## config.mk

```make
export PLATFORM = sky130hd
export DESIGN_NAME = encoder_wheel_speed_estimator_core
export DESIGN_NICKNAME = d
export VERILOG_FILES = /design/src/rtl/ewse_pkg.sv /design/src/rtl/ewse_mul.sv /design/src/rtl/ewse_div.sv /design/src/rtl/encoder_wheel_speed_estimator_core.sv
export SDC_FILE = /design/constraint.sdc
export NUM_CORES = 2
export LEC_CHECK = 0
export ABC_CLOCK_PERIOD_IN_PS = 17200
export BUFFER_PORTS_ARGS = -buffer_cell sky130_fd_sc_hd__buf_4
export CORE_ASPECT_RATIO = 1.4
export CORE_MARGIN = 4
export CORE_UTILIZATION = 40
export DETAILED_ROUTE_END_ITERATION = 6
export PLACE_DENSITY_LB_ADDON = 0.08
export RECOVER_POWER = 50
export SLEW_MARGIN = 5
export SYNTH_ARGS = -nofsm -noshare
export SYNTH_HDL_FRONTEND = slang
export SYNTH_SLANG_ARGS = --single-unit
```

## constraint.sdc

```tcl
create_clock -name i_clk -period 17.2 [get_ports i_clk]
set_clock_uncertainty 0.15 [all_clocks]
set_input_delay 1.72 -clock i_clk [delete_from_list [all_inputs] [get_ports i_clk]]
set_output_delay 1.72 -clock i_clk [all_outputs]
set_load 0.02 [all_outputs]
```

## src/rtl/ewse_pkg.sv

```systemverilog
// Shared constants and types of the wheel speed estimator.
// Used by every module of the block; depends on nothing.
`default_nettype none

package ewse_pkg;

    // Widths of the data path.
    localparam int C_POS_W   = 32;   // position counter
    localparam int C_RPM_W   = 24;   // Q16.8 speed values
    localparam int C_TPR_W   = 16;   // ticks per revolution
    localparam int C_MS_W    = 16;   // elapsed milliseconds
    localparam int C_MA_W    = 33;   // multiplier operand A (signed)
    localparam int C_MB_W    = 25;   // multiplier operand B (signed)
    localparam int C_PROD_W  = C_MA_W + C_MB_W;
    localparam int C_NUM_W   = 56;   // dividend: magnitude times scale
    localparam int C_DEN_W   = 32;   // divisor: elapsed times ticks
    localparam int C_Q_W     = 24;   // quotient bits below the overflow step
    localparam int C_DIV_STEPS = C_Q_W + 1;
    localparam int C_DIV_CNT_W = $clog2(C_DIV_STEPS);
    localparam int C_ACC_W   = 44;   // filter accumulator
    localparam int C_FRAC_W  = 16;   // coefficient fraction bits
    localparam int C_PADDR_W = 3;
    localparam int C_PDATA_W = 32;

    // Coefficients and scale.
    localparam logic [C_TPR_W-1:0]  C_COEF_A    = 16'd55968;    // 0.854 in Q0.16
    localparam logic [C_TPR_W-1:0]  C_COEF_B    = 16'd4771;     // 0.0728 in Q0.16
    localparam logic [23:0]         C_RPM_SCALE = 24'd15360000; // 60000 * 256
    localparam logic [C_TPR_W-1:0]  C_TPR_RESET = 16'd1050;
    localparam logic signed [C_RPM_W-1:0] C_RPM_MAX = 24'sh7FFFFF;
    localparam logic signed [C_RPM_W-1:0] C_RPM_MIN = 24'sh800000;
    localparam logic signed [C_ACC_W-1:0] C_ROUND   = 44'sd32768;

    // Codes.
    localparam logic C_ACT_EDGE   = 1'b0;
    localparam logic C_ACT_SAMPLE = 1'b1;
    localparam logic C_PHASE_UP   = 1'b0;
    localparam logic C_REG_TPR    = 1'b0;

    typedef enum logic [11:0] {
        S_IDLE      = 12'b0000_0000_0001,
        S_MUL_NUM   = 12'b0000_0000_0010,
        S_MUL_DEN   = 12'b0000_0000_0100,
        S_DIV_START = 12'b0000_0000_1000,
        S_DIV_WAIT  = 12'b0000_0001_0000,
        S_F_A       = 12'b0000_0010_0000,
        S_F_B1      = 12'b0000_0100_0000,
        S_F_B2      = 12'b0000_1000_0000,
        S_F_SUM     = 12'b0001_0000_0000,
        S_F_OUT     = 12'b0010_0000_0000,
        S_OUT       = 12'b0100_0000_0000
    } t_state;

    typedef struct packed {
        logic signed [C_MA_W-1:0] a;
        logic signed [C_MB_W-1:0] b;
    } t_mul_req;

    typedef struct packed {
        logic               start;
        logic [C_NUM_W-1:0] num;
        logic [C_DEN_W-1:0] den;
    } t_div_req;

    typedef struct packed {
        logic             done;
        logic             ovf;
        logic [C_Q_W-1:0] quot;
    } t_div_rsp;

endpackage

`default_nettype wire

```

## src/rtl/ewse_mul.sv

```systemverilog
// Shared signed multiplier with a registered product.
// Depends on ewse_pkg.
`default_nettype none

module ewse_mul (
    input  wire                                         i_clk,
    input  ewse_pkg::t_mul_req                          i_req,
    output logic signed [ewse_pkg::C_PROD_W-1:0]        o_prod
);
    import ewse_pkg::*;

    logic signed [C_PROD_W-1:0] r_prod;

    always_ff @(posedge i_clk) begin
        r_prod <= i_req.a * i_req.b;
    end

    assign o_prod = r_prod;

endmodule

`default_nettype wire

```

## src/rtl/ewse_div.sv

```systemverilog
// Restoring divider, one quotient bit per cycle, with an overflow step first.
// Depends on ewse_pkg.
`default_nettype none

module ewse_div (
    input  wire                 i_clk,
    input  wire                 i_rst_n,
    input  ewse_pkg::t_div_req  i_req,
    output ewse_pkg::t_div_rsp  o_rsp
);
    import ewse_pkg::*;

    logic [C_NUM_W-1:0]     r_rem;
    logic [C_NUM_W-1:0]     r_dvs;
    logic [C_Q_W-1:0]       r_quot;
    logic                   r_ovf;
    logic [C_DIV_CNT_W-1:0] r_cnt;
    logic                   r_busy;
    logic                   r_done;
    logic [C_NUM_W:0]       w_sub;
    logic                   w_ge;

    // One subtract gives both the compare and the new remainder.
    assign w_sub = {1'b0, r_rem} - {1'b0, r_dvs};
    assign w_ge  = !w_sub[C_NUM_W];

    always_ff @(posedge i_clk) begin
        if (!i_rst_n) begin
            r_busy <= 1'b0;
            r_done <= 1'b0;
            r_cnt  <= '0;
        end else begin
            r_done <= 1'b0;
            if (i_req.start) begin
                r_busy <= 1'b1;
                r_cnt  <= '0;
            end else if (r_busy) begin
                r_cnt <= r_cnt + 1'b1;
                if (r_cnt == C_DIV_CNT_W'(C_DIV_STEPS - 1)) begin
                    r_busy <= 1'b0;
                    r_done <= 1'b1;
                end
            end
        end
    end

    always_ff @(posedge i_clk) begin
        if (i_req.start) begin
            r_rem  <= i_req.num;
            r_dvs  <= {i_req.den, {C_Q_W{1'b0}}};
            r_quot <= '0;
            r_ovf  <= 1'b0;
        end else if (r_busy) begin
            if (w_ge) begin
                r_rem <= w_sub[C_NUM_W-1:0];
            end
            r_dvs <= r_dvs >> 1;
            // The first step tests against the divisor shifted past the quotient width.
            if (r_cnt == '0) begin
                r_ovf <= w_ge;
            end else begin
                r_quot <= {r_quot[C_Q_W-2:0], w_ge};
            end
        end
    end

    assign o_rsp.done = r_done;
    assign o_rsp.ovf  = r_ovf;
    assign o_rsp.quot = r_quot;

endmodule

`default_nettype wire

```

## src/rtl/encoder_wheel_speed_estimator_core.sv

```systemverilog
// Top level of the encoder wheel speed estimator: sequencer, state and ports.
// Depends on ewse_pkg, ewse_mul and ewse_div.
//
// Usage. Requests arrive on the input channel (i_in_valid / o_in_ready) with
// i_action, i_other_phase and i_elapsed_ms. An edge request (action 0) moves the
// position counter by one and yields no result, and the block is ready again in
// the next cycle. A sample request (action 1) yields exactly one result on the
// output channel (o_out_valid / i_out_ready) carrying the filtered speed, the
// position and the time error flag.
// Steps: a sample with non-zero elapsed time runs two multiplier passes and a
// start step, the 25-step divider, three filter products, a sum, a commit and
// the output load. A sample with zero elapsed time goes straight to the output
// load. The block takes no new request until a sample is through; edges are
// taken one per cycle while the block is idle.
// The result sits in an output register; if the receiver stalls, a completed
// sample waits in the final state until the register is free, and edges may be
// accepted while an earlier result is still waiting.
// Reset (synchronous, active low) clears the position, the filter state and the
// output valid flag, and loads 1050 into ticks_per_rev. The APB port writes
// ticks_per_rev at byte address 0 and must only be used while the block is idle.
`default_nettype none

module encoder_wheel_speed_estimator_core (
    input  wire                                     i_clk,
    input  wire                                     i_rst_n,
    // Input channel
    input  wire                                     i_in_valid,
    output logic                                    o_in_ready,
    input  wire                                     i_action,
    input  wire                                     i_other_phase,
    input  wire  [ewse_pkg::C_MS_W-1:0]             i_elapsed_ms,
    // Output channel
    output logic                                    o_out_valid,
    input  wire                                     i_out_ready,
    output logic signed [ewse_pkg::C_RPM_W-1:0]     o_filtered_rpm,
    output logic signed [ewse_pkg::C_POS_W-1:0]     o_position_count,
    output logic                                    o_time_error,
    // Configuration port
    input  wire                                     psel,
    input  wire                                     penable,
    input  wire                                     pwrite,
    input  wire  [ewse_pkg::C_PADDR_W-1:0]          paddr,
    input  wire  [ewse_pkg::C_PDATA_W-1:0]          pwdata,
    output logic [ewse_pkg::C_PDATA_W-1:0]          prdata,
    output logic                                    pready
);
    import ewse_pkg::*;

    t_state r_state, n_state;

    // Architectural state.
    logic [C_POS_W-1:0]         r_pos;
    logic [C_POS_W-1:0]         r_last;
    logic signed [C_RPM_W-1:0]  r_y;
    logic signed [C_RPM_W-1:0]  r_xp;
    logic [C_TPR_W-1:0]         r_tpr;

    // Working registers of one sample.
    logic [C_POS_W-1:0]         r_mag;
    logic                       r_neg;
    logic [C_MS_W-1:0]          r_elapsed;
    logic                       r_terr;
    logic [C_NUM_W-1:0]         r_num;
    logic signed [C_RPM_W-1:0]  r_x;
    logic signed [C_ACC_W-1:0]  r_acc;

    // Output register.
    logic                       r_out_valid;
    logic signed [C_RPM_W-1:0]  r_out_rpm;
    logic [C_POS_W-1:0]         r_out_pos;
    logic                       r_out_terr;

    logic                       w_in_acc;
    logic                       w_cfg_wr;
    logic                       w_out_load;
    logic [C_POS_W-1:0]         w_delta;
    logic [C_TPR_W-1:0]         w_tpr;
    logic signed [C_RPM_W-1:0]  w_x;
    logic signed [C_ACC_W-C_FRAC_W-1:0] w_y_wide;
    logic signed [C_RPM_W-1:0]  w_y_sat;
    logic signed [C_PROD_W-1:0] w_prod;
    t_mul_req                   w_mul_req;
    t_div_req                   w_div_req;
    t_div_rsp                   w_div_rsp;

    ewse_mul u_mul (
        .i_clk  (i_clk),
        .i_req  (w_mul_req),
        .o_prod (w_prod)
    );

    ewse_div u_div (
        .i_clk   (i_clk),
        .i_rst_n (i_rst_n),
        .i_req   (w_div_req),
        .o_rsp   (w_div_rsp)
    );

    assign o_in_ready = (r_state == S_IDLE);
    assign w_in_acc   = i_in_valid && o_in_ready;
    assign w_out_load = (r_state == S_OUT) && (!r_out_valid || i_out_ready);

    // Configuration port: zero-wait APB, one register.
    assign pready   = 1'b1;
    assign w_cfg_wr = psel && penable && pwrite && pready;
    assign prdata   = (paddr[C_PADDR_W-1] == C_REG_TPR) ?
                      {{(C_PDATA_W - C_TPR_W){1'b0}}, r_tpr} : '0;

    // Signed position change since the last good sample, split into sign and magnitude.
    assign w_delta = r_pos - r_last;
    // A tick count of zero behaves as one.
    assign w_tpr   = (r_tpr == '0) ? C_TPR_W'(1) : r_tpr;

    // Raw speed from the quotient: clamp the magnitude, then apply the sign.
    always_comb begin
        if (r_neg) begin
            if (w_div_rsp.ovf || (w_div_rsp.quot > 24'h800000)) begin
                w_x = C_RPM_MIN;
            end else begin
                w_x = $signed(C_RPM_W'(0) - w_div_rsp.quot);
            end
        end else begin
            if (w_div_rsp.ovf || w_div_rsp.quot[C_Q_W-1]) begin
                w_x = C_RPM_MAX;
            end else begin
                w_x = $signed(w_div_rsp.quot);
            end
        end
    end

    // The arithmetic shift of the rounded sum is a floor, which with the bias
    // added earlier rounds to nearest with ties upwards.
    assign w_y_wide = $signed(r_acc[C_ACC_W-1:C_FRAC_W]);

    always_comb begin
        if (w_y_wide > $signed((C_ACC_W-C_FRAC_W)'(C_RPM_MAX))) begin
            w_y_sat = C_RPM_MAX;
        end else if (w_y_wide < (C_ACC_W-C_FRAC_W)'(C_RPM_MIN)) begin
            w_y_sat = C_RPM_MIN;
        end else begin
            w_y_sat = w_y_wide[C_RPM_W-1:0];
        end
    end

    // Sequencer. Each multiplying state drives the shared multiplier with the
    // operands of one product; the product is ready in the following state.
    always_comb begin
        n_state       = r_state;
        w_mul_req.a   = '0;
        w_mul_req.b   = '0;
        w_div_req.start = 1'b0;
        w_div_req.num = r_num;
        w_div_req.den = w_prod[C_DEN_W-1:0];
        unique case (r_state)
            S_IDLE: begin
                if (w_in_acc && (i_action == C_ACT_SAMPLE)) begin
                    n_state = (i_elapsed_ms == '0) ? S_OUT : S_MUL_NUM;
                end
            end
            S_MUL_NUM: begin
                // Dividend: magnitude times 60000 * 256.
                w_mul_req.a = {1'b0, r_mag};
                w_mul_req.b = {1'b0, C_RPM_SCALE};
                n_state     = S_MUL_DEN;
            end
            S_MUL_DEN: begin
                // Divisor: elapsed milliseconds times ticks per revolution.
                w_mul_req.a = {{(C_MA_W - C_MS_W){1'b0}}, r_elapsed};
                w_mul_req.b = {{(C_MB_W - C_TPR_W){1'b0}}, w_tpr};
                n_state     = S_DIV_START;
            end
            S_DIV_START: begin
                w_div_req.start = 1'b1;
                n_state         = S_DIV_WAIT;
            end
            S_DIV_WAIT: begin
                if (w_div_rsp.done) begin
                    n_state = S_F_A;
                end
            end
            S_F_A: begin
                w_mul_req.a = {{(C_MA_W - C_RPM_W){r_y[C_RPM_W-1]}}, r_y};
                w_mul_req.b = {{(C_MB_W - C_TPR_W){1'b0}}, C_COEF_A};
                n_state     = S_F_B1;
            end
            S_F_B1: begin
                w_mul_req.a = {{(C_MA_W - C_RPM_W){r_x[C_RPM_W-1]}}, r_x};
                w_mul_req.b = {{(C_MB_W - C_TPR_W){1'b0}}, C_COEF_B};
                n_state     = S_F_B2;
            end
            S_F_B2: begin
                w_mul_req.a = {{(C_MA_W - C_RPM_W){r_xp[C_RPM_W-1]}}, r_xp};
                w_mul_req.b = {{(C_MB_W - C_TPR_W){1'b0}}, C_COEF_B};
                n_state     = S_F_SUM;
            end
            S_F_SUM: begin
                n_state = S_F_OUT;
            end
            S_F_OUT: begin
                n_state = S_OUT;
            end
            S_OUT: begin
                if (w_out_load) begin
                    n_state = S_IDLE;
                end
            end
            default: begin
                n_state = S_IDLE;
            end
        endcase
    end

    // Control and architectural state, cleared by reset.
    always_ff @(posedge i_clk) begin
        if (!i_rst_n) begin
            r_state     <= S_IDLE;
            r_pos       <= '0;
            r_last      <= '0;
            r_y         <= '0;
            r_xp        <= '0;
            r_tpr       <= C_TPR_RESET;
            r_out_valid <= 1'b0;
        end else begin
            r_state <= n_state;

            if (w_cfg_wr && (paddr[C_PADDR_W-1] == C_REG_TPR)) begin
                r_tpr <= pwdata[C_TPR_W-1:0];
            end

            if (w_in_acc && (i_action == C_ACT_EDGE)) begin
                if (i_other_phase == C_PHASE_UP) begin
                    r_pos <= r_pos + 1'b1;
                end else begin
                    r_pos <= r_pos - 1'b1;
                end
            end

            // Commit the filter step; a zero-time sample never reaches here.
            if (r_state == S_F_OUT) begin
                r_y    <= w_y_sat;
                r_xp   <= r_x;
                r_last <= r_pos;
            end

            if (w_out_load) begin
                r_out_valid <= 1'b1;
            end else if (i_out_ready) begin
                r_out_valid <= 1'b0;
            end
        end
    end

    // Working registers and output payload, no reset needed.
    always_ff @(posedge i_clk) begin
        if (w_in_acc && (i_action == C_ACT_SAMPLE)) begin
            r_elapsed <= i_elapsed_ms;
            r_terr    <= (i_elapsed_ms == '0);
            r_neg     <= w_delta[C_POS_W-1];
            r_mag     <= w_delta[C_POS_W-1] ? (C_POS_W'(0) - w_delta) : w_delta;
        end
        if (r_state == S_MUL_DEN) begin
            r_num <= w_prod[C_NUM_W-1:0];
        end
        if ((r_state == S_DIV_WAIT) && w_div_rsp.done) begin
            r_x <= w_x;
        end
        if (r_state == S_F_B1) begin
            r_acc <= w_prod[C_ACC_W-1:0] + C_ROUND;
        end else if ((r_state == S_F_B2) || (r_state == S_F_SUM)) begin
            r_acc <= r_acc + w_prod[C_ACC_W-1:0];
        end
        if (w_out_load) begin
            r_out_rpm  <= r_y;
            r_out_pos  <= r_pos;
            r_out_terr <= r_terr;
        end
    end

    assign o_out_valid      = r_out_valid;
    assign o_filtered_rpm   = r_out_rpm;
    assign o_position_count = r_out_pos;
    assign o_time_error     = r_out_terr;

endmodule

`default_nettype wire

```

-- Yosys cells after proc, flatten, opt, wreduce, memory -nomap -nowiden
Cells that the tools add are included.
- register bits after elaboration: 572
- bits in latches: 0
- RAM bits: 0
- memory bits (read-only): 0
- input port bits: 60
- output and inout bits: 92
- word-level logic and storage cells: 116
- memories kept: 0
- add/subtract/negate cells: 9
- $mul: 1
- divide/modulo/power cells: 0
- order comparisons: 3
- eq/ne operators: 16
- shift-type cells: 0
- mux-type cells: 29
- bitwise gates (word level): 5
- reductions and logical operators: 26
- operators with widths (kind ; number):
    $pmux 58 s5 ; 1
    $mux 56 ; 5
    $pmux 12 s11 ; 1
    $mux 24 ; 5
    $mux 44 ; 2
    $sub 56x56->57 ; 1
    $mul 33x25->56 ; 1
    $add 44x16->44 const B ; 1
    $add 44x44->44 ; 1
    $mux 12 ; 3
    $add 32x1->32 const B ; 1
    $logic_not 16->1 ; 2
    $mux 16 ; 2
    $mux 32 ; 1
    $sub 1x32->32 const A ; 1
    $sub 32x1->32 const B ; 1
    $sub 32x32->32 ; 1
    $mux 31 ; 1
    $gt 28x24->1 const B ; 1
    $lt 28x24->1 const B ; 1
    $gt 24x24->1 const B ; 1
    $sub 1x24->24 const A ; 1
    $eq 12x1->1 const B ; 1
    $eq 12x10->1 const B ; 1
    25 further kinds ; 52

-- Longest topological paths before layout
- depth after elaboration: 5
- gate-level depth with buffers: 36
- mapped depth without buffers: 35

-- Hierarchy
Synthesis repeated with hierarchy kept, for this count alone.
- cells, all modules: 6502
- area, all modules: 60291.6 µm²
- modules (own cells, without submodules) (module ; times used ; cells each ; area each (µm²) ; sequential area each (µm²)):
    ewse_mul ; 1 ; 3153 ; 29854.9 ; 1161.1
    encoder_wheel_speed_estimator_core ; 1 ; 2245 ; 21040.2 ; 9739.3
    ewse_div ; 1 ; 1104 ; 9396.5 ; 3763.6

-- Least setup slack after synthesis
Ideal clock, no wire load.
- kind: flip-flop to flip-flop
- start point: register r_state[0]
- end point: register u_mul.r_prod[49], in the netlist u_mul.o_prod[49]
- setup time: 0.072 ns
- arrival time: 10.031 ns
- data required time: 16.978 ns
- setup slack: 6.947 ns
- stages on the path, launching flop included: 34
- buffers on the path: 2
- period minus slack after synthesis: 10.253 ns
- cell sequence: dfxtp_1 > nor2_1 > nand2_1 > nor4_1 > nand4b_1 > inv_1 > clkbuf_1 > a22oi_1 > nand3b_1 > clkbuf_1 > nand2_1 > fa_1 > inv_1 > fa_1 > inv_1 > fa_1 > fa_1 > inv_1 > fa_1 > fa_1 > inv_1 > fa_1 > inv_1 > ha_1 > and3_1 > and3_1 > nand4_1 > a2111oi_1 > o21ai_0 > nor2b_1 > o31ai_1 > a41oi_1 > o21ai_0 > xor2_1
- word-level cells in the longest chain between the ends: 3
- elaborated cells between the ends (all ways): 7
- those cells by class: mul (1); eq/ne (5); mux (1)
- ends and longest elaborated chain (what ; RTL line ; RTL):
    from (decl) ; encoder_wheel_speed_estimator_core.sv:49 ; t_state r_state, n_state;
    from (signal assigned) ; encoder_wheel_speed_estimator_core.sv:224 ; r_state <= n_state;
    $eq 12x8->1, or another cell as far along ; encoder_wheel_speed_estimator_core.sv:154 ; unique case (r_state)
    $pmux 58 s5 (*) ; encoder_wheel_speed_estimator_core.sv:154 ;
    $mul 33x25->56 (*) ; ewse_mul.sv:15 ; r_prod <= i_req.a * i_req.b;
    to (signal assigned) ; ewse_mul.sv:15 ;
    to (decl) ; ewse_mul.sv:12 ; logic signed [C_PROD_W-1:0] r_prod;
Every way passes the cells marked *; elsewhere a longest branch is shown, timed or not.
A chain may end at the register's enable or synchronous reset.

-- Worst setup path in the final report
Ends and elaborated chain as after synthesis.

==> flow_summary.ini <==
[setup_path]
crit_top_cell = fa_1
critical_path_class = reg2reg
critical_path_required_ns = 17.63
crit_fanout = 25
critPathMaxStageDelay_ns = 1.07
cp-start-kind = flip-flop
endpoint_kind = flip-flop
r2r_cells = 31
cpMaxStageDelayCell = clkinvlp_2
critical_path_arrival_ns = 11.62

[min_path]
holdPathStages = 0
hp-class = reg2reg

[clock_tree]
cts_tree = yes
cts_setup_buffers = 0
holdBufCountCts = 0
post_cts_resized = 0
clock_path_buffers = 3
clk_pin_slew_ns = 0.06
insertion_delay_ns = 0.68
cts_sinks = 571
numCtsBuffers = 68
cts_max_level = 3
root_buffer = clkbuf_16

[drt]
drc = 0
vias_per_cell = 5.17
drt_iter0_drc = 2103
postRouteAntennaNets = 0
post_drt_wl_per_cell_microns = 20.1
dr.pass1.iters = 6
num_vias = 40747
routed_wl_microns = 159000

[die]
die-area_sq_um = 143000
die_x_microns = 321
initial_core_util_pct = 40.3
core_area_sq_um = 136000
std_cell_rows = 160
fp.dieH_microns = 446
io_pins = 152

[synth]
synth_enable_flop_cells = 319
synth_cells = 5880
synth_most_common_cell = inv_1
yosysWarnings = 0
syn_area_per_cell_sq_um = 9.32
synth_common_cells = inv_1 (1057), nand2_1 (732), fa_1 (690)
ys.flop_type = edfxtp_1
netlist_area_sq_um = 54800
ys_top_cells_by_area = fa_1 (25%), edfxtp_1 (17%), dfxtp_1 (9.2%), ha_1 (8.7%), inv_1 (7.2%)
synth_seq_cells = 571
ys_seq_area_share_pct = 26.7
yosysUniqueCellTypes = 85
async_flop_share_pct = 0
synth.largest_area_cell = fa_1
netlist.area_leader.share_pct = 25.2

[timing]
fin_setup_tns_ns = 0
fin_crit_ns = 11.19
hold_viol_final = 0
tightestPinTransition_ns = 3.84
relSlewSlack_pct = -156
fin_ws_ns = 6.01
whs_ns = 0.250
final-setup-viol-count = 0
finalCritPeriodShare_pct = 65.0
drv_slew = 446
fmax_ghz = 0.0894
rsz0062_at_grt = no

[final_layout]
drive_gt1_share_pct = 4.22
nNetsFinal = 7169
areaGrowthSynthToFinish_pct = 9.34

[job]
maxCapViolCount = 11

[placed_design]
gp_congestion = 0.885
dp_hpwl_microns = 127000
numPortBuffers = 116
dp_slack_ns = 6.34

[grt]
grtUsageTotal_pct = 22.7
grt_antenna_before_repair = 4
grt-ovfl-total = 0
grt_max_degree = 68
grt_pass1_vias = 42642
grt_pass1_wl_microns = 249000

[run_status]
status = complete, but fails checks
violations = max-capacitance violations, max-slew violations

[power]
power_density_nw_per_um2 = 157
ir_drop_uv = 193
p_leak_nw = 26.7
## routing by layer
metal | GRT usage (%) | vias up | wire, microns
met5 | 0 | - | 13
met2 | 42.1 | 805 | 83300
li1 | - | 19423 | -
met1 | 26.0 | 20281 | 61100
met3 | 2.43 | 236 | 5810
met4 | 10.7 | 2 | 8360
## path summary, 6_finish.rpt
check / to / slack, ns / from
max reg2reg: u_mul.o_prod[49] / 6.01 / r_state[0]
min reg2reg: r_num[47] / 0.25 / u_mul.o_prod[47]
min: r_num[47] / 0.25 / u_mul.o_prod[47]
max: u_mul.o_prod[49] / 6.01 / r_state[0]
## placed cells by master (no fill, tap or decap), types with 29 or more instances in the layout
| cell type | count |
|---|---|
| clkbuf_16 | 70 |
| ha_1 | 380 |
| o21a_1 | 49 |
| nand2b_1 | 44 |
| clkbuf_1 | 93 |
| fa_1 | 690 |
| nor2_1 | 309 |
| nand3_1 | 64 |
| o31ai_1 | 51 |
| and3_1 | 36 |
| nand2_1 | 732 |
| o21ai_0 | 246 |
| conb_1 | 136 |
| xnor2_1 | 161 |
| inv_1 | 1056 |
| a21oi_1 | 387 |
| nor2b_1 | 50 |
| dfxtp_1 | 251 |
| a21o_1 | 121 |
| edfxtp_1 | 319 |
| o21bai_1 | 32 |
| buf_4 | 85 |
| a22oi_1 | 29 |
| and2_1 | 75 |
| nand4_1 | 38 |
| xor2_1 | 93 |
| nor3_1 | 56 |
## where the power goes
part	leakage, nW	switching [mW]	internal, mW
clock network	1.09	0.637	0.831
logic	20.7	3.50	2.53
registers	4.86	0.140	1.74
total	26.7	4.28	5.10
## sequential cells by signal, summed over array words and instances, names as in the netlist, 32 cells and up
signal	count
u_div.r_dvs	56
r_num	56
u_mul.o_prod	56
u_div.r_rem	56
r_last	32
r_acc	44
o_position_count	32
r_pos	32
r_mag	32
## critical path, delay by kind of cell, from the launching register on
kind	cells	cell delay, ns
buf+inv	6	1.49
xor+xnor	1	0.19
compound gates	7	3.27
flops	1	0.45
fa+ha+maj	8	3.78
simple gates	9	1.75
## layout make-up
cell class	instances	area, sq um
Clock buffer	83	1840
Clock inverter	41	372
Sequential cell	571	14600
Antenna cell	2	5.00
Timing Repair Buffer	174	991
Fill cell	13553	76000
Inverter	1059	3980
Multi-Input combinational cell	4165	35900
Tap cell	1782	2230
## per-stage QoR
step | cells | util, % | instance area, sq um | total power [mW]
after floorplan | 6014 | - | 55300 | 6.49
after CTS | 7875 | 44.3 | 60200 | 9.51
after detailed placement | 7751 | 42.7 | 58000 | 7.98
final | 7877 | 44.1 | 59900 | 9.38
after global routing | 7875 | 44.1 | 59900 | 10.3
after global placement | 7751 | 42.7 | 58000 | 7.92
## cells by family (layout without fill, tap and decap cells)
family	Yosys count	in the layout	share of synthesized area, %
and+or+nand+nor	1534	1534	12.8
buffers and inverters	1278	1357	8.90
AOI/OAI and AO/OA	1143	1143	13.1
adders and majority gates	1070	1070	33.9
DFF	571	571	26.7
xor gates and xnor gates	255	255	4.08
muxes	27	27	0.496
other	2	138	0.0137
Note: power is estimated with default switching activity, not from simulation.
